===== src/rtl/core/sat_pkg.sv =====
// Shared opcodes, register indexes and token control type for the segment translator.
`timescale 1ns / 1ps
`default_nettype none

package sat_pkg;

   localparam int OPCODE_W   = 2;
   localparam int ENTRY_W    = 4;
   localparam int COUNT_W    = 5;
   localparam int CSR_IDX_W  = 1;
   localparam int CSR_DATA_W = 32;

   localparam logic [OPCODE_W-1:0] OP_LOAD = 2'd0;
   localparam logic [OPCODE_W-1:0] OP_V2F  = 2'd1;
   localparam logic [OPCODE_W-1:0] OP_F2V  = 2'd2;
   localparam logic [OPCODE_W-1:0] OP_NONE = 2'd3;

   localparam logic [CSR_IDX_W-1:0] CSR_SEGMENTS_IN_USE = 1'b0;
   localparam logic [CSR_IDX_W-1:0] CSR_RAW_SIZE        = 1'b1;

   typedef struct packed {
      logic                valid;
      logic [OPCODE_W-1:0] opcode;
      logic [ENTRY_W-1:0]  entry_index;
      logic                hit;
      logic [ENTRY_W-1:0]  hit_index;
   } token_ctrl_type;

endpackage

`default_nettype wire


===== src/rtl/core/sat_cell.sv =====
// One table cell: holds one segment entry and hands the passing token to the next cell.
`timescale 1ns / 1ps
`default_nettype none

module sat_cell #(
   parameter int INDEX     = 0,
   parameter int ADDR_BITS = 32
) (
   input  wire logic                           clock,
   input  wire logic                           reset,
   input  wire logic                           advance,
   input  wire logic [sat_pkg::COUNT_W-1:0]    seg_count,
   input  wire sat_pkg::token_ctrl_type        in_ctrl,
   input  wire logic [ADDR_BITS-1:0]           in_q,
   input  wire logic [ADDR_BITS-1:0]           in_lo,
   input  wire logic [ADDR_BITS-1:0]           in_base,
   input  wire logic [ADDR_BITS-1:0]           in_vs,
   input  wire logic [ADDR_BITS-1:0]           in_ve,
   input  wire logic [ADDR_BITS-1:0]           in_fs,
   input  wire logic [ADDR_BITS-1:0]           in_fl,
   output sat_pkg::token_ctrl_type             out_ctrl,
   output logic [ADDR_BITS-1:0]                out_q,
   output logic [ADDR_BITS-1:0]                out_lo,
   output logic [ADDR_BITS-1:0]                out_base,
   output logic [ADDR_BITS-1:0]                out_vs,
   output logic [ADDR_BITS-1:0]                out_ve,
   output logic [ADDR_BITS-1:0]                out_fs,
   output logic [ADDR_BITS-1:0]                out_fl
);
   import sat_pkg::*;

   logic [ADDR_BITS-1:0] vs_ff, ve_ff, fs_ff, fl_ff;
   logic [ADDR_BITS:0]   fs_limit;
   logic                 active, load_here, v_match, f_match, take;

   token_ctrl_type       ctrl_ff, ctrl_in;
   logic [ADDR_BITS-1:0] q_ff, lo_ff, base_ff, lo_in, base_in;
   logic [ADDR_BITS-1:0] ld_vs_ff, ld_ve_ff, ld_fs_ff, ld_fl_ff;

   always_comb begin
      active    = INDEX < int'(seg_count);
      load_here = in_ctrl.valid && (in_ctrl.opcode == OP_LOAD)
                  && (int'(in_ctrl.entry_index) == INDEX);
      fs_limit  = {1'b0, fs_ff} + {1'b0, fl_ff};
      v_match   = (vs_ff <= in_q) && (ve_ff >= in_q);
      f_match   = (fs_ff <= in_q) && (fs_limit >= {1'b0, in_q});
      take      = in_ctrl.valid && active && !in_ctrl.hit
                  && (((in_ctrl.opcode == OP_V2F) && v_match)
                   || ((in_ctrl.opcode == OP_F2V) && f_match));
      ctrl_in   = in_ctrl;
      lo_in     = in_lo;
      base_in   = in_base;
      if (take) begin
         ctrl_in.hit       = 1'b1;
         ctrl_in.hit_index = ENTRY_W'(INDEX);
         if (in_ctrl.opcode == OP_V2F) begin
            lo_in   = vs_ff;
            base_in = fs_ff;
         end else begin
            lo_in   = fs_ff;
            base_in = vs_ff;
         end
      end
   end

   always_ff @(posedge clock) begin
      if (reset) begin
         ctrl_ff <= '0;
      end else if (advance) begin
         ctrl_ff <= ctrl_in;
      end
   end

   always_ff @(posedge clock) begin
      if (advance) begin
         q_ff     <= in_q;
         lo_ff    <= lo_in;
         base_ff  <= base_in;
         ld_vs_ff <= in_vs;
         ld_ve_ff <= in_ve;
         ld_fs_ff <= in_fs;
         ld_fl_ff <= in_fl;
         if (load_here) begin
            vs_ff <= in_vs;
            ve_ff <= in_ve;
            fs_ff <= in_fs;
            fl_ff <= in_fl;
         end
      end
   end

   assign out_ctrl = ctrl_ff;
   assign out_q    = q_ff;
   assign out_lo   = lo_ff;
   assign out_base = base_ff;
   assign out_vs   = ld_vs_ff;
   assign out_ve   = ld_ve_ff;
   assign out_fs   = ld_fs_ff;
   assign out_fl   = ld_fl_ff;

endmodule

`default_nettype wire


===== config.mk =====
export PLATFORM = sky130hd
export DESIGN_NAME = sat_cell
export DESIGN_NICKNAME = d
export VERILOG_FILES = /design/src/rtl/core/sat_pkg.sv /design/src/rtl/core/sat_cell.sv
export SDC_FILE = /design/constraint.sdc
export NUM_CORES = 1
export LEC_CHECK = 0
export BUFFER_PORTS_ARGS = -buffer_cell sky130_fd_sc_hd__buf_4
export CAP_MARGIN = 0
export CORE_MARGIN = 10
export CORE_UTILIZATION = 35
export DETAILED_ROUTE_END_ITERATION = 8
export GPL_TIMING_DRIVEN = 1
export PLACE_DENSITY = 0.55
export SYNTH_ARGS = -nofsm -noshare
export SYNTH_HDL_FRONTEND = slang
export SYNTH_SLANG_ARGS = --single-unit

===== constraint.sdc =====
create_clock -name clock -period 21.3 [get_ports clock]
set_input_delay 4.26 -clock clock [delete_from_list [all_inputs] [get_ports clock]]
set_output_delay 4.26 -clock clock [all_outputs]
set_load 0.03 [all_outputs]

==> metrics.txt, run 1 <==
count of cell types in the netlist 56; vias in the first global route 12090; CTS Buffer Depth 3; Die ar. approximately 58000 um2; fmax between 0.1 and 0.15 GHz; Routed WL ~55000 um; post-synthesis sequential area ratio between 60 and 70%; Initial Util between 30% and 40%; via-per-instance ratio 5.003; CTS resizes 0; Ys Warns 0; CP max-delay cell buf_4; most used cell, CP buf_4; syn avg cell area 15.07 um2; area grow syn2layout 33.05%; maximum fanout along the worst path a little under 60; PD cells roughly 80 nW/um2; utilization after layout approximately 47%; final setup TNS 0 ns; Die Width 240.9 um; placed cells 2212; CP startpoint kind primary input; CTS H-tree depth 2; Rel. slew slack 25.29%; Worst Path Arrival just under 8 ns; Setup Viol. Count Final 0; worst skew pair latency between 0.5 and 0.6 ns; Hold Buf Count CTS 0; Clock power frac about two fifths; Register Area between 10000 and 15000 um2; layout cell share with drive strength beyond 1 between 40% and 50%; Via Count ~11000; Worst Hold Class reg2reg; sw frac between 20% and 30%; worst-path cell chain buf_4, inv_1, ha_1, nand4_1, a211oi_1, o31a_1, a2111oi_0, o211ai_1, a31oi_1, a211oi_2, nor2_4, buf_4, mux2_2; first-pass GRT wire length approximately 80000 um; Post-synth ARST share 0%; Rows 80; Pint roughly 1.3 mW; clk root buf clkbuf_16; count leader, synth edfxtp_1; worst path required time roughly 22 ns; postcts setup bufs 0; worst slew pin tran around 1.1 ns; total CTS buffers 41; fillers 4283; Yosys reg bits 364; Avg WL per Cell between 20 and 25 um; min Tclk post-route 7.659 ns; initial antenna violation count 3; ant diodes 0; Yosys top cell area share between 60 and 70%; largest net degree at the start of global routing between 100 and 150; Global Route Usage Sum between 15 and 20%; total clock sinks approximately 360; kind of critical path in2reg; final net count around 2000; Mapped Cells between 1000 and 1500; 1st-iter DRT viols roughly 630; Combinational Power Share between 10% and 20%; Core Area 47950 um2; Seq pwr share between 40% and 50%; dpl hpwl 42840 um; CTS tree yes; Worst-path clk slew ~0.06 ns; # Max-Cap Violations 0; synthesized area around 17000 um2; synth cell count leaders 352 x edfxtp_1, 160 x ha_1, 109 x mux2_2; top_reg_cell synth edfxtp_1; GPL Wtd Cong roughly 0.79; PortBufs approximately 480; Slew Limit Fails 0; syn_nets approximately 1500; Hold Vio Cnt, Final 0; Critical Path Max Stage Delay 0.82 ns; I/O pins 480; grt total ovfl 0; final cell count without fillers 2287; area of the multi-input gates about 6000 um2; DRT Pass-1 Iters 5; Max rail drop VDD around 0.000063 V; Lkg Pwr 9.428 nW; Detail Route Antenna Nets 0; unrepaired setup endpoints after global routing false; Residual DRC 0; P_sw roughly 0.44 mW; status finished, final reports clean; die height about 240 um; Fin Clk Skew between 0.015 and 0.02 ns; period utilization 35.96%; area leader, netlist edfxtp_1; EDFF count, synth ~350; Synth area leaders edfxtp_1 62%, ha_1 12%, mux2_2 7.2%; Worst setup EP type register
metrics by stage:
stage / setup slack [ns] / power (mW) / hold WS, ns / area, um2
detailed placement: 13.00 / 1.091 / 0.4707 / 21410
global placement: 13.08 / 1.089 / 0.4642 / 21410
floorplan: 3.288 / 0.9653 / 0.5983 / 17070
CTS: 13.61 / 1.790 / 0.4809 / 22720
finish: 13.64 / 1.767 / 0.4784 / 22720
global route: 13.43 / 1.834 / 0.4994 / 22720
power groups by stage:
stage          logic [mW]  registers [mW]  clock network, mW
2_1_floorplan      0.0471           0.918                  0
5_1_grt             0.254           0.838              0.742
3_5_place_dp        0.241           0.850                  0
3_3_place_gp        0.240           0.849                  0
6_report            0.238           0.835              0.694
4_1_cts             0.242           0.835              0.712
routing by layer:
layer / up-vias / track usage (%) / part of all wire (%)
met2: 335 / 31.90 / 51
met5: - / 0 / 0.075
met4: 6 / 3.848 / 1.6
met1: 5583 / 21.94 / 40
met3: 61 / 5.190 / 7.2
li1: 5456 / - / -
final cells by class:
cell class | instances | share of cell area, %
clock buffer | 48 | 4.820
multi-input combinational | 697 | 26.35
timing repair buffer | 485 | 16.06
inverter | 51 | 0.8427
tap | 615 | 3.388
sequential | 364 | 47.59
clock inverter | 27 | 0.9474
state kept, by name, summed over array words and instances, names as in the netlist:
name and flops:
fl_ff 32, fs_ff 32, out_base 32, out_fl 32
out_fs 32, out_lo 32, out_q 32, out_ve 32
out_vs 32, ve_ff 32, vs_ff 32, out_ctrl 12
path summary, 6_finish.rpt:
check,startpoint,end,slack [ns],cells past startpoint
setup / recovery,in_q[7],out_base[26],13.64,13
hold / removal,out_ctrl[11],out_ctrl[11],0.48,2
setup reg to reg,fs_ff[1],out_base[26],14.49,21
hold reg to reg,out_ctrl[11],out_ctrl[11],0.48,2
cells by family after synthesis:
family | Yosys count | share of synthesized area [%]
xor gates and xnor gates | 29 | 1.488
AOI/OAI and AO/OA | 205 | 7.842
buffers and inverters | 72 | 1.744
and+or+nand+nor | 171 | 4.947
adders and majority gates | 161 | 11.84
muxes | 131 | 8.816
DFF | 364 | 63.32
cells in the final DEF, fill, tap and decap left out, types with 14 or more instances in the layout:
cell	instances
xnor2_1	23
nand4_1	24
nand2_1	41
a211oi_1	14
buf_4	484
clkbuf_16	43
a21o_1	32
ha_1	160
mux2_2	109
nand3_1	17
inv_1	51
edfxtp_1	352
a21oi_1	62
nor2_1	43
o21ai_0	37
worst max-delay path: cells and delay by family:
family          cells  cell delay (ns)
fa+ha+maj           1             0.27
mux                 1             0.41
simple gates        2             0.54
buf+inv             3             1.11
compound gates      6             1.31
Note: power is estimated with default switching activity, not from simulation.
==> inputs of run 2 (changes only) <==
==> constraint.sdc (replaced) <==
create_clock -name clock -period 7.1 [get_ports clock]
set_input_delay 1.42 -clock clock [delete_from_list [all_inputs] [get_ports clock]]
set_output_delay 1.42 -clock clock [all_outputs]
set_load 0.03 [all_outputs]
==> run 2 against run 1 <==
Compared with the run above:
- sequential power rose to 3.0 times the previous value
- final area up 0.40%
- first-iteration DRC count up 0.80%
- global-route usage down 0.24 points
- critical endpoint is now out_base[22]
==> metrics.txt, run 2 (synthesized netlist as in run 1, its figures left out) <==
unrepaired setup endpoints after global routing false (unchanged); commonest non-fill, non-tap cell in the layout buf_4 (unchanged); # Max-Cap Violations 0 (unchanged); design area 22810 um2 (was 22720 um2); Setup Viol. Count Final 0 (unchanged); Initial Util 35.61% (unchanged); Worst Path Arrival 6.14 ns (was 7.96 ns); Placement Cell Area 21420 um2 (was 21410 um2); dpl hpwl 42320 um (was 42840 um); start point of the worst hold path out_ctrl[11] (unchanged); WHS Path Cells 2 (unchanged); GPL Wtd Cong 0.8027 (was 0.7912); Routed WL 53860 um (was 54650 um); kind of critical path reg2reg (was in2reg); CTS Buffer Depth 3 (unchanged); grt total ovfl 0 (unchanged); total CTS buffers 42 (was 41); initial antenna violation count 1 (was 3); Die ar. 58010 um2 (unchanged); Residual DRC 0 (unchanged); min Tclk post-route 5.824 ns; met1 wire length 21980 um (was 22100 um); Via Count 11420 (was 11440); fmax ~0.17 GHz; Hold Path End out_ctrl[11] (unchanged); Die Width 240.9 um (unchanged); Detail Route Antenna Nets 0 (unchanged); CP startpoint kind register (was primary input); total clock sinks 364 (unchanged); reg-to-reg slack, setup 1.28 ns (was 14.49 ns); Worst-path clk slew 0.06 ns (about the same); layout cell share with drive strength beyond 1 40.18% (was 40.13%); first-pass GRT wire length 77740 um (was 78600 um); Worst setup EP type register (unchanged); Rows 80 (unchanged); Slew Limit Fails 0 (unchanged); routed wl met3 3721 um (was 3938 um); DRT Pass-1 Iters 5 (unchanged); Core Area 47950 um2 (unchanged); met2 routed WL 27290 um (was 27720 um); PortBufs 479 (unchanged); clk root buf clkbuf_16 (unchanged); worst path required time 7.42 ns (was 21.60 ns); FF-to-FF path depth 21 (unchanged); Fin Clk Skew 0.01561 ns (was 0.01603 ns); utilization after layout 47.57% (was 47.38%); Worst Hold Class reg2reg (unchanged); vias in the first global route 12070 (was 12090); period utilization about 80%; Max rail drop VDD 0.0001806 V (was 0.00006274 V); CTS resizes 0 (unchanged); PD cells 237.2 nW/um2 (was 77.78 nW/um2); Lkg Pwr 9.459 nW (was 9.428 nW); Global Route Usage Sum 17.98% (was 18.23%); Max Used Layer met4 (was met5); maximum fanout along the worst path 42 (was 59); die height 240.9 um (unchanged); final cell count without fillers 2291 (was 2287); worst r2r dst out_base[22] (was out_base[26]); Hold Vio Cnt, Final 0 (unchanged); largest net degree at the start of global routing 96 (was 103); worst slew pin tran 1.073 ns (was 1.121 ns); status finished, final reports clean (unchanged); Reg-to-Reg Start fs_ff[1] (unchanged); worst skew pair latency 0.57 ns (was 0.56 ns); CTS tree yes (unchanged); Avg WL per Cell 23.51 um (was 23.90 um); final setup TNS 0 ns (unchanged); Hold Buf Count CTS 0 (unchanged); Rel. slew slack 28.49% (was 25.29%); placed cells 2213 (was 2212); most frequent cells in the layout 485 x buf_4, 352 x edfxtp_1, 160 x ha_1, 109 x mux2_2, 62 x a21oi_1 (was 484 x buf_4, 352 x edfxtp_1, 160 x ha_1, 109 x mux2_2, 62 x a21oi_1); CTS H-tree depth 2 (unchanged); I/O pins 480 (unchanged); via-per-instance ratio 4.983 (was 5.003); 1st-iter DRT viols 631 (was 626); final net count 2047 (was 2045); postcts setup bufs 0 (unchanged); area grow syn2layout 33.59% (was 33.05%)
[run 2: cell type report]
cell class,instances,area (um2)
fillers,4291,25140
flip-flops and latches,364,10810
multi-input cells,697,5995
repair buffers,486,3656
clock buffers,47,1070
well taps,615,769.5
clock inverters,30,312.8
inverters,51,191.4
diodes,1,2.502
[run 2: critical path: stages (launching register included)]
cell,delay [ns]
edfxtp_1,0.44
ha_1,0.33
a211oi_1,0.26
o21ai_0,0.24
o21ai_0,0.45
o21ai_0,0.16
a221o_1,0.36
o41a_1,0.38
a21o_1,0.19
a21oi_1,0.16
xnor2_1,0.14
ha_1,0.27
o21a_1,0.19
o21a_1,0.19
nor2b_1,0.13
a22oi_1,0.18
o211ai_1,0.11
a31oi_1,0.20
a211oi_2,0.08
nor2_4,0.09
buf_4,0.54
mux2_2,0.41
[run 2: per-stage QoR]
stage,power [mW],setup slack [ns],hold slack (ns)
2_1_floorplan,2.896,0.3856,0.5983
3_3_place_gp,3.267,1.245,0.4629
3_5_place_dp,3.274,1.216,0.4742
4_1_cts,5.488,1.207,0.4824
5_1_grt,5.615,0.7474,0.5221
6_report,5.409,1.276,0.4812
[run 2: routing by layer]
layer | up-vias | track usage (%)
met4 | 0 | 4.572
met2 | 347 | 31.40
met3 | 52 | 4.631
li1 | 5463 | -
met5 | - | 0
met1 | 5553 | 21.72
[run 2: how the worst max path moves through the flow]
stage	startpoint	to	slack, ns	cells after the start
2_1_floorplan	advance	fl_ff[0]	0.39	4
3_3_place_gp	fs_ff[1]	out_base[16]	1.25	21
3_5_place_dp	fs_ff[1]	out_lo[7]	1.22	21
4_1_cts	fs_ff[1]	out_lo[7]	1.21	21
5_1_grt	fs_ff[1]	out_base[22]	0.75	21
6_report	fs_ff[1]	out_base[22]	1.28	21
[run 2: power by group]
group          switching (mW)  internal (mW)
Clock                   0.884           1.31
Combinational           0.425          0.290
Sequential             0.0307           2.47
Total                    1.34           4.07
