<file path="config.mk">
export PLATFORM = sky130hd
export DESIGN_NAME = sat_finish
export DESIGN_NICKNAME = d
export VERILOG_FILES = /design/src/rtl/core/sat_pkg.sv /design/src/rtl/core/sat_finish.sv
export SDC_FILE = /design/constraint.sdc
export NUM_CORES = 1
export LEC_CHECK = 0
export BUFFER_PORTS_ARGS = -buffer_cell sky130_fd_sc_hd__clkbuf_2
export CAP_MARGIN = 20
export CORE_ASPECT_RATIO = 0.8
export CORE_MARGIN = 3
export CORE_UTILIZATION = 55
export CTS_CLUSTER_DIAMETER = 40
export DETAILED_ROUTE_END_ITERATION = 12
export PLACE_DENSITY_LB_ADDON = 0.3
export SETUP_SLACK_MARGIN = 0.3
export SYNTH_ARGS = -nofsm -noshare
export SYNTH_HDL_FRONTEND = slang
export SYNTH_SLANG_ARGS = --single-unit
</file>
<file path="constraint.sdc">
create_clock -name clock -period 3.77 [get_ports clock]
set_input_delay 0.754 -clock clock [delete_from_list [all_inputs] [get_ports clock]]
set_output_delay 0.754 -clock clock [all_outputs]
set_load 0.02 [all_outputs]
</file>
<file path="src/rtl/core/sat_pkg.sv">
// Shared opcodes, register indexes and token control type for the segment translator.
`timescale 1ns / 1ps
`default_nettype none

package sat_pkg;

   localparam int OPCODE_W   = 2;
   localparam int ENTRY_W    = 4;
   localparam int COUNT_W    = 5;
   localparam int CSR_IDX_W  = 1;
   localparam int CSR_DATA_W = 32;

   localparam logic [OPCODE_W-1:0] OP_LOAD = 2'd0;
   localparam logic [OPCODE_W-1:0] OP_V2F  = 2'd1;
   localparam logic [OPCODE_W-1:0] OP_F2V  = 2'd2;
   localparam logic [OPCODE_W-1:0] OP_NONE = 2'd3;

   localparam logic [CSR_IDX_W-1:0] CSR_SEGMENTS_IN_USE = 1'b0;
   localparam logic [CSR_IDX_W-1:0] CSR_RAW_SIZE        = 1'b1;

   typedef struct packed {
      logic                valid;
      logic [OPCODE_W-1:0] opcode;
      logic [ENTRY_W-1:0]  entry_index;
      logic                hit;
      logic [ENTRY_W-1:0]  hit_index;
   } token_ctrl_type;

endpackage

`default_nettype wire

</file>
<file path="src/rtl/core/sat_finish.sv">
// Rebase and raw-mode stages after the cell chain, ending in the result register.
`timescale 1ns / 1ps
`default_nettype none

module sat_finish #(
   parameter int MAX_SEGMENTS = 16,
   parameter int ADDR_BITS    = 32
) (
   input  wire logic                             clock,
   input  wire logic                             reset,
   input  wire logic                             advance,
   input  wire logic                             raw_mode,
   input  wire logic [sat_pkg::CSR_DATA_W-1:0]   raw_size,
   input  wire sat_pkg::token_ctrl_type          in_ctrl,
   input  wire logic [ADDR_BITS-1:0]             in_q,
   input  wire logic [ADDR_BITS-1:0]             in_lo,
   input  wire logic [ADDR_BITS-1:0]             in_base,
   output logic                                  rsp_valid,
   output logic                                  rsp_found,
   output logic [ADDR_BITS-1:0]                  rsp_translated_address,
   output logic [sat_pkg::ENTRY_W-1:0]           rsp_hit_index,
   output logic [ADDR_BITS-1:0]                  rsp_offset_in_segment
);
   import sat_pkg::*;

   localparam int CMP_W = (ADDR_BITS > CSR_DATA_W) ? ADDR_BITS : CSR_DATA_W;

   token_ctrl_type       a_ctrl_ff;
   logic [ADDR_BITS-1:0] a_q_ff, a_base_ff, a_diff_ff;
   logic                 a_raw_ok_ff;

   logic [ADDR_BITS:0]   sum;
   logic                 valid_ff, found_ff, found_in;
   logic [ADDR_BITS-1:0] trans_ff, trans_in, offset_ff, offset_in;
   logic [ENTRY_W-1:0]   hit_ff, hit_in;

   always_ff @(posedge clock) begin
      if (reset) begin
         a_ctrl_ff <= '0;
      end else if (advance) begin
         a_ctrl_ff <= in_ctrl;
      end
   end

   always_ff @(posedge clock) begin
      if (advance) begin
         a_q_ff      <= in_q;
         a_base_ff   <= in_base;
         a_diff_ff   <= in_q - in_lo;
         a_raw_ok_ff <= CMP_W'(in_q) < CMP_W'(raw_size);
      end
   end

   always_comb begin
      sum       = {1'b0, a_diff_ff} + {1'b0, a_base_ff};
      found_in  = 1'b0;
      trans_in  = '0;
      hit_in    = '0;
      offset_in = '0;
      case (a_ctrl_ff.opcode)
         OP_LOAD: begin
            found_in = int'(a_ctrl_ff.entry_index) < MAX_SEGMENTS;
         end
         OP_V2F, OP_F2V: begin
            if (raw_mode) begin
               if (a_raw_ok_ff) begin
                  found_in  = 1'b1;
                  trans_in  = a_q_ff;
                  offset_in = a_q_ff;
               end
            end else if (a_ctrl_ff.hit && !sum[ADDR_BITS]) begin
               found_in  = 1'b1;
               trans_in  = sum[ADDR_BITS-1:0];
               hit_in    = a_ctrl_ff.hit_index;
               offset_in = a_diff_ff;
            end
         end
         default: begin
            found_in = 1'b0;
         end
      endcase
   end

   always_ff @(posedge clock) begin
      if (reset) begin
         valid_ff <= 1'b0;
      end else if (advance) begin
         valid_ff <= a_ctrl_ff.valid;
      end
   end

   always_ff @(posedge clock) begin
      if (advance) begin
         found_ff  <= found_in;
         trans_ff  <= trans_in;
         hit_ff    <= hit_in;
         offset_ff <= offset_in;
      end
   end

   assign rsp_valid              = valid_ff;
   assign rsp_found              = found_ff;
   assign rsp_translated_address = trans_ff;
   assign rsp_hit_index          = hit_ff;
   assign rsp_offset_in_segment  = offset_ff;

   a_miss_is_zero: assert property (@(posedge clock) disable iff (reset)
      (valid_ff && !found_ff) |-> (trans_ff == '0 && hit_ff == '0 && offset_ff == '0))
      else $error("miss result carries non-zero fields");

   a_raw_passthrough: assert property (@(posedge clock) disable iff (reset)
      (advance && a_ctrl_ff.valid && raw_mode && found_in
       && (a_ctrl_ff.opcode == OP_V2F || a_ctrl_ff.opcode == OP_F2V))
      |=> (trans_ff == offset_ff && hit_ff == '0))
      else $error("raw-mode hit does not pass the address through");

   a_stall_holds: assert property (@(posedge clock) disable iff (reset)
      (!advance && valid_ff) |=> ($stable(found_ff) && $stable(trans_ff) && valid_ff))
      else $error("result register changed while stalled");

   a_load_no_hit: assert property (@(posedge clock) disable iff (reset)
      (advance && a_ctrl_ff.valid && a_ctrl_ff.opcode == OP_LOAD)
      |=> (trans_ff == '0 && offset_ff == '0))
      else $error("load transfer produced address fields");

endmodule

`default_nettype wire

</file>
==> results of run 1 <==
==> repair_timing <==
item | in CTS | in global routing
setup endpoints to repair | 0 | 8
hold endpoints to repair | 0 | 0
resized for setup | 0 | 4
==> cells in the mapped netlist, drive strengths merged, types with 13 or more instances <==
cell,n
edfxtp,166
ha,96
inv,78
a21oi,64
o21ai,62
nand2,56
a21o,36
xnor2,36
a22o,35
nor2,35
xor2,22
nor2b,15
and3,13
clkbuf,13
==> kinds of logic (layout without fill, tap and decap cells) <==
logic type / after synthesis / count (layout) / synth area share
and+or+nand+nor: 169 / 169 / 0.08468
buffers and inverters: 97 / 332 / 0.03964
DFF: 175 / 175 / 0.5179
AOI/OAI and AO/OA: 256 / 256 / 0.1734
xor gates and xnor gates: 58 / 58 / 0.05093
muxes: 9 / 9 / 0.009033
adders and majority gates: 98 / 98 / 0.1245
==> layout make-up <==
cell class                 count  area, um2
clock inverter                13      116.4
multi-input combinational    590       4427
fill                        1358       5629
inverter                      78      292.8
sequential                   175       5165
timing repair buffer         224       1202
tap                          225      281.5
clock buffer                  17      425.4
==> cell usage in the layout, fill, tap and decap left out, types with 10 or more instances in the layout <==
master and count:
inv_1 78, a21o_1 36, a21oi_1 61, o21ai_0 54, o211ai_1 10, nand2_1 54
ha_1 96, nor2b_1 14, buf_4 12, clkbuf_2 208, xor2_1 22, nand4_1 10
a22o_1 35, edfxtp_1 166, clkbuf_16 17, nor2_1 35, xnor2_1 36, and3_1 12
==> layer usage <==
metal | vias up | wire length, um | track usage | share of wire
met2 | 363 | 10510 | 0.3598 | 0.43
met3 | 48 | 2001 | 0.04195 | 0.082
met4 | 0 | 627 | 0.08543 | 0.026
met5 | - | 0 | 0 | 0
li1 | 3676 | - | - | -
met1 | 3596 | 11240 | 0.3679 | 0.46
==> stage by stage <==
stage	cell area (um2)	setup WS [ns]	cells	hold WS (ns)	total power, mW
2_1_floorplan	9973	0.6718	862	0.4512	3.355
3_3_place_gp	11360	0.09759	1292	0.4653	3.741
3_5_place_dp	11360	-0.02917	1292	0.4803	3.786
4_1_cts	11900	0.4078	1322	0.4869	5.425
5_1_grt	11910	0.2725	1322	0.4817	5.668
6_report	11910	0.4707	1322	0.4871	5.430
==> flip-flops by register name, indices dropped and copies added (netlist names) <==
register,flops
a_base_ff,32
rsp_found,1
a_diff_ff,32
a_raw_ok_ff,1
rsp_valid,1
a_q_ff,32
rsp_translated_address,32
rsp_hit_index,4
rsp_offset_in_segment,32
a_ctrl_ff,8
==> worst paths after layout <==
kind | cells past startpoint | end | from | slack [ns]
setup / recovery | 13 | a_diff_ff[30]$_DFFE_PP_ | in_q[0] | 0.47
hold / removal | 2 | a_ctrl_ff[1]$_SDFFE_PP0P_ | a_ctrl_ff[1]$_SDFFE_PP0P_ | 0.49
setup reg to reg | 13 | rsp_offset_in_segment[10]$_SDFFCE_PP0P_ | a_diff_ff[0]$_DFFE_PP_ | 0.50
hold reg to reg | 2 | a_ctrl_ff[1]$_SDFFE_PP0P_ | a_ctrl_ff[1]$_SDFFE_PP0P_ | 0.49
==> power by group through the flow <==
stage	sequential (mW)	combinational (mW)	clock, mW
final	2.42	1.36	1.65
after global placement	2.46	1.29	0
after global routing	2.44	1.50	1.73
after detailed placement	2.46	1.32	0
after floorplan	2.48	0.876	0
after CTS	2.42	1.34	1.66
==> worst max-delay path, stage by stage <==
cell	delay (ns)
clkbuf_2	0.10
inv_1	0.04
ha_1	0.23
fa_1	0.42
nor2b_1	0.15
o21ai_0	0.16
a21oi_2	0.26
o21ai_0	0.22
o21ai_1	0.34
a31oi_2	0.20
o31a_1	0.30
o21ai_0	0.20
xor2_1	0.09
==> impl_metrics.yaml, run 1 <==
sta:
  tns_ns: 0
  rsz0062_at_grt: "true"
  slew_headroom: 0.5967
  period_needed_ns: 3.299
  worst_slew_pin_slew_ns: 0.6049
  skew_ns: 0.009899
  fin_crit_sh: 0.8751
  finalSetupViolCount: 0
  maxSlewViolCount: 0
  clock.fmax_mhz: 303.1
  hold_violations: 0
routing:
  wl_um: 24380
  wl_per_cell_um: 18.44
  viasPerCell: 5.812
  vias: 7683
  antenna_left: 0
  drc: 0
  dr.pass1.iters: 5
  drt_iter0_markers: 642
power:
  sw_frac_of_total: 0.3001
  p_leak_nw: 5.417
  power.internal_mw: 3.801
  pwr-share-clk: 0.303
  ir_worst_vdd_v: 0.0003054
  combinationalPowerShare: 0.251
  switchingPower_mw: 1.629
  p_seq_frac: 0.446
  p_per_area_nw_per_um2: 455.9
clock_tree:
  clkSinkCount: 175
  cts_hold_buf: 0
  htreeDepth: 4
  postCtsSetupBuffers: 0
  insertion_delay_ns: 0.43
  tritoncts: "yes"
  max-clock-path-buffers: 2
  root_buffer: "clkbuf_16"
  cts_made_buffers: 17
  clk_pin_slew_ns: 0.07
synthesis:
  yosysWarnings: 0
  synth_cell_types: 65
  synthTopCellsByArea: "edfxtp_1, ha_1, xnor2_1, a21oi_1, a22o_1"
  synth_fp_nets: 1104
  seq_area_frac_synth: 0.5179
  ys.flop_type: "edfxtp_1"
  netlist.area_leader.share: 0.4998
  syn-cell-area_um2: 9973
  syn_inst: 862
  ys_ff_latch: 175
  async_flop_share: 0
  syn_avg_cell_area_um2: 11.57
  yosysTopAreaCell: "edfxtp_1"
  synth-edff-count: 166
setup_path:
  cp_data_required_time_ns: 3.94
  critical_path_class: "input port to flop"
  critPathLaunchType: "input port"
  arrival_ns: 3.47
  cp_max_fo: 3
  endpoint_kind: "flop"
global_routing:
  grt_usage: 0.2446
  first_global_vias: 7298
  grt_overflow: 0
  grt_start_max_net_pins: 67
  grt_pass1_wl_um: 37660
  antenna_found_initial: 0
min_path:
  hold_path.class: "flop to flop"
place:
  dpl.hpwl_um: 18830
  port_buffers: 209
  gp_congestion: 0.8854
floorplanning:
  die-area_um2: 19800
  die_height_um: 126.4
  core_um2: 17540
  start_util: 0.5686
  io_pins: 214
  row_count: 43
  die_w_um: 156.6
layout:
  syn_to_final_growth_pct: 19.42
  drive_gt1_frac: 0.2470
  final_nets: 1328
  finish.utilization: 0.6791
  n_antenna_cell: 0
outcome:
  outcome: "finished clean"
job:
  maxCapViolCount: 0
No activity file was read; power rests on OpenSTA's default activity.
==> run 2: changes to the inputs <==
Settings changed: REMOVE_ABC_BUFFERS set to 1.
==> impl_metrics.yaml, run 2 (synthesis results as in run 1) <==
setup_path:
  r2r_setup_slack_ns: 0.48
  crit_path_start: "a_diff_ff[0]$_DFFE_PP_"
  critical_path_class: "flop to flop"
  worstRegToRegCells: 13
  cp_max_fo: 19
  cp_data_required_time_ns: 3.99
  crit_end: "rsp_translated_address[17]$_SDFFCE_PP0P_"
  r2r-start: "a_diff_ff[0]$_DFFE_PP_"
  arrival_ns: 3.51
  critPathLaunchType: "flop"
  endpoint_kind: "flop"
  reg2reg_to: "rsp_translated_address[17]$_SDFFCE_PP0P_"
sta:
  skew_ns: 0.01469
  maxSlewViolCount: 0
  finalSetupViolCount: 0
  rsz0062_at_grt: "false"
  period_needed_ns: 3.288
  hold_slack_ns: 0.4881
  worst_slew_pin_slew_ns: 0.9328
  clock.fmax_mhz: 304.1
  fin_crit_sh: 0.8722
  slew_headroom: 0.3782
  tns_ns: 0
  hold_violations: 0
layout:
  stdcell_count: 1319
  final_nets: 1323
  n_antenna_cell: 0
  drive_gt1_frac: 0.2404
  multi_input_area_um2: 4414
  syn_to_final_growth_pct: 19.28
  layout_common_cells: "clkbuf_2, edfxtp_1, ha_1"
  final_common_cell: "clkbuf_2"
  layout.area.seq_um2: 5165
  fillers: 1339
clock_tree:
  insertion_delay_ns: 0.44
  clk_pin_slew_ns: 0.06
  htreeDepth: 4
  max-clock-path-buffers: 2
  cts_made_buffers: 17
  clkSinkCount: 175
  cts_hold_buf: 0
  tritoncts: "yes"
  root_buffer: "clkbuf_16"
place:
  dpl.hpwl_um: 18540
  dp_cells: 1287
  gp_congestion: 0.9291
  port_buffers: 209
global_routing:
  grt_util_met2: 0.3486
  grt_start_max_net_pins: 77
  antenna_found_initial: 0
  use_met3: 0.06583
  met1_usage: 0.3570
  grt_usage: 0.2405
  grt_overflow: 0
  grt-busiest-layer: "met1"
  first_global_vias: 6981
  grt_pass1_wl_um: 36700
routing:
  drt_iter0_markers: 766
  wl_um: 23710
  dr.pass1.iters: 6
  vias: 7441
  viasPerCell: 5.641
  antenna_left: 0
  wl_per_cell_um: 17.98
  drc: 0
floorplanning:
  start_util: 0.5686
  core_um2: 17540
  die_w_um: 156.6
  die_height_um: 126.4
  die-area_um2: 19800
  io_pins: 214
  row_count: 43
power:
  ir_worst_vdd_v: 0.0003761
  p_per_area_nw_per_um2: 463.5
  p_leak_nw: 5.403
job:
  maxCapViolCount: 0
min_path:
  hold_path.class: "flop to flop"
outcome:
  outcome: "finished clean"
## run 2: area by class of cell
class,instances,share of cell area
multi-input combinational,590,0.3711
clock buffer,19,0.03639
clock inverter,13,0.01294
tap,225,0.02366
sequential,175,0.4342
timing repair buffer,219,0.09718
inverter,78,0.02461
## run 2: stage by stage
stage | area, um2 | power, mW | util | setup slack [ns]
global route | 11900 | 5.787 | 0.6783 | 0.3325
detailed placement | 11310 | 3.779 | 0.6446 | 0.07050
floorplan | 9871 | 3.347 | - | 0.6718
global placement | 11310 | 3.738 | 0.6446 | 0.1682
CTS | 11890 | 5.531 | 0.6781 | 0.4346
finish | 11900 | 5.514 | 0.6783 | 0.4817
## run 2: worst min path at each step
stage / start / end / slack (ns) / cells past startpoint
2_1_floorplan: a_ctrl_ff[4]$_SDFFE_PP0P_ / a_ctrl_ff[4]$_SDFFE_PP0P_ / 0.45 / 2
3_3_place_gp: a_ctrl_ff[2]$_SDFFE_PP0P_ / a_ctrl_ff[2]$_SDFFE_PP0P_ / 0.46 / 2
3_5_place_dp: a_ctrl_ff[0]$_SDFFE_PP0P_ / a_ctrl_ff[0]$_SDFFE_PP0P_ / 0.47 / 2
4_1_cts: in_base[7] / a_base_ff[7]$_DFFE_PP_ / 0.47 / 1
5_1_grt: in_base[6] / a_base_ff[6]$_DFFE_PP_ / 0.47 / 1
6_report: a_ctrl_ff[0]$_SDFFE_PP0P_ / a_ctrl_ff[0]$_SDFFE_PP0P_ / 0.49 / 2
## run 2: worst max-delay path: stages (launching register included)
cell and delay, ns:
edfxtp_1 0.40, ha_1 0.25, inv_1 0.11, fa_1 0.22, nor2b_1 0.08, o31ai_2 0.31, a21oi_2 0.12, o21ai_1 0.30
a31oi_4 0.15, a31o_4 0.30, nand3_4 0.12, nand2_2 0.21, buf_12 0.24, o21ai_0 0.27
## run 2: timing repair
| action | in CTS | in global routing |
|---|---|---|
| setup endpoints to repair | 0 | 38 |
| gates resized for setup | 0 | 2 |
| hold endpoints to repair | 0 | 0 |
| setup buffers | 0 | 0 |
## run 2: report_power, final
part | total [mW] | switching, mW | internal, mW
Clock | 1.75 | 0.762 | 0.992
Combinational | 1.33 | 0.767 | 0.558
Sequential | 2.44 | 0.105 | 2.33
Total | 5.51 | 1.63 | 3.88
## run 2: per-layer routing
metal	wire length, um	up-vias
met5	0	-
met3	2148	30
met4	404	0
met2	10260	309
met1	10890	3438
li1	-	3664
==> run 3: changes to the inputs <==
Settings changed: CELL_PAD_IN_SITES_DETAIL_PLACEMENT set to 2, CELL_PAD_IN_SITES_GLOBAL_PLACEMENT set to 2, CORE_UTILIZATION 55 to 36, PLACE_DENSITY set to 0.91, PLACE_DENSITY_LB_ADDON 0.3 to not set, SLEW_MARGIN set to 20.
==> impl_metrics.yaml, run 3 (synthesis results as in run 1) <==
outcome:
  outcome: "finished clean"
layout:
  final_nets: 1323
  finish.utilization: 0.4505
  drive_gt1_frac: 0.2495
  syn_to_final_growth_pct: 21.03
  final_common_cell: "clkbuf_2"
  layout_common_cells: "clkbuf_2, edfxtp_1, ha_1"
sta:
  maxSlewViolCount: 0
  worst_slew_pin_slew_ns: 0.8377
  fin_crit_sh: 0.8992
  finalSetupViolCount: 0
  rsz0062_at_grt: "false"
  skew_ns: 0.01520
  hold_slack_ns: 0.4965
  slew_headroom: 0.4415
  hold_violations: 0
  period_needed_ns: 3.390
  clock.fmax_mhz: 295.0
floorplanning:
  die_w_um: 192.1
  io_pins: 214
  die_height_um: 154.9
  start_util: 0.3723
  core_um2: 26790
  die-area_um2: 29750
  row_count: 53
setup_path:
  endpoint_kind: "flop"
  critPathLaunchType: "flop"
  cp_data_required_time_ns: 3.99
  critical_path_class: "flop to flop"
  slowest_delay_ns: 0.43
  path_delay_family: "compound AO/OA/AOI/OAI gates"
  cp_max_fo: 19
  cp_common_cell: "a21o_1"
  cp_cell_sequence: "ha_1 -> a21o_1 -> a21o_1 -> a21o_1 -> a21o_1 -> a21oi_1 -> nor2_1 -> a211oi_4 -> nand2_4 -> buf_4 -> o21ai_0"
  arrival_ns: 3.61
  cp_slowest_cell: "edfxtp_1"
  crit_buf_inv: 1
power:
  ir_worst_vdd_v: 0.0002864
  p_per_area_nw_per_um2: 471.2
  power_mw: 5.688
  p_leak_nw: 5.401
min_path:
  hold_path.class: "flop to flop"
place:
  gp_congestion: 0.8443
  port_buffers: 209
  dpl.hpwl_um: 28780
global_routing:
  grt_start_max_net_pins: 82
  grt_pass1_wl_um: 55520
  grt_overflow: 0
  first_global_vias: 8855
  grt_usage: 0.2484
  antenna_found_initial: 4
routing:
  antenna_left: 0
  dr.pass1.iters: 5
  viasPerCell: 5.660
  drt_iter0_markers: 656
  drc: 0
  wl_per_cell_um: 25.78
  wl_um: 37480
  vias: 8229
job:
  maxCapViolCount: 0
clock_tree:
  max-clock-path-buffers: 2
  tritoncts: "yes"
  clk_pin_slew_ns: 0.07
  insertion_delay_ns: 0.44
  clkSinkCount: 175
  cts_made_buffers: 17
  root_buffer: "clkbuf_16"
  htreeDepth: 4
  cts_hold_buf: 0
==> run 3: changes by cell type in the layout (fill, tap and decap cells not counted), moves of 2 or more <==
cell / previous run / this run
clkbuf_1: 2 / 0
o21ai_2: 0 / 2
bufinv_16: 2 / 0
o21ai_0: 54 / 51
diode_2: 0 / 3
clkinv_2: 0 / 4
clkinv_8: 0 / 2
inv_8: 3 / 1
inv_6: 2 / 5
==> run 3: final timing paths <==
check / from / to / slack (ns) / cells after the start
max: a_diff_ff[25]$_DFFE_PP_ / rsp_translated_address[30]$_SDFFCE_PP0P_ / 0.38 / 11
min: a_ctrl_ff[2]$_SDFFE_PP0P_ / a_ctrl_ff[2]$_SDFFE_PP0P_ / 0.50 / 2
max reg2reg: a_diff_ff[25]$_DFFE_PP_ / rsp_translated_address[30]$_SDFFCE_PP0P_ / 0.38 / 11
min reg2reg: a_ctrl_ff[2]$_SDFFE_PP0P_ / a_ctrl_ff[2]$_SDFFE_PP0P_ / 0.50 / 2
==> run 3: metal layers <==
metal / vias to the layer above / track usage / part of all wire
li1: 3666 / - / -
met1: 4158 / 0.3206 / 0.42
met2: 339 / 0.4272 / 0.49
met3: 66 / 0.03537 / 0.051
met4: 0 / 0.08807 / 0.032
met5: - / 0 / 0
==> run 3: power by group <==
group          internal (mW)  switching (mW)  total, mW
Clock                  0.864           0.840       1.70
Sequential              2.33           0.128       2.46
Combinational          0.575           0.950       1.53
Total                   3.77            1.92       5.69
==> run 3: area by class of cell <==
class / instances / area (um2)
Sequential cell: 175 / 5165
Multi-Input combinational cell: 590 / 4447
Timing Repair Buffer: 219 / 1156
Tap cell: 357 / 446.7
Clock inverter: 15 / 130.1
Fill cell: 2782 / 14720
Clock buffer: 17 / 425.4
Antenna cell: 3 / 7.507
Inverter: 78 / 292.8
==> run 3: per-stage QoR <==
step	area [um2]	TNS (ns)	std cells	setup slack, ns
detailed placement	11460	-0.1720	1418	-0.1278
finish	12070	0	1454	0.3800
CTS	12030	0	1450	0.3011
global route	12070	0	1454	0.2866
global placement	11460	0	1418	0.07707
floorplan	9871	0	843	0.6718
==> run 3: what timing repair did <==
item                       CTS  global route
setup endpoints to repair   31            53
pin swaps                    0             3
resized for setup            3            11
setup buffers                0             1
hold endpoints to repair     0             0
==> run 3: worst reg2reg max path, delay by kind of cell, from the launching register on <==
family	cells	cell delay [ns]
compound gates	7	1.69
fa+ha+maj	1	0.41
simple gates	2	0.37
flops	1	0.43
buf+inv	1	0.27
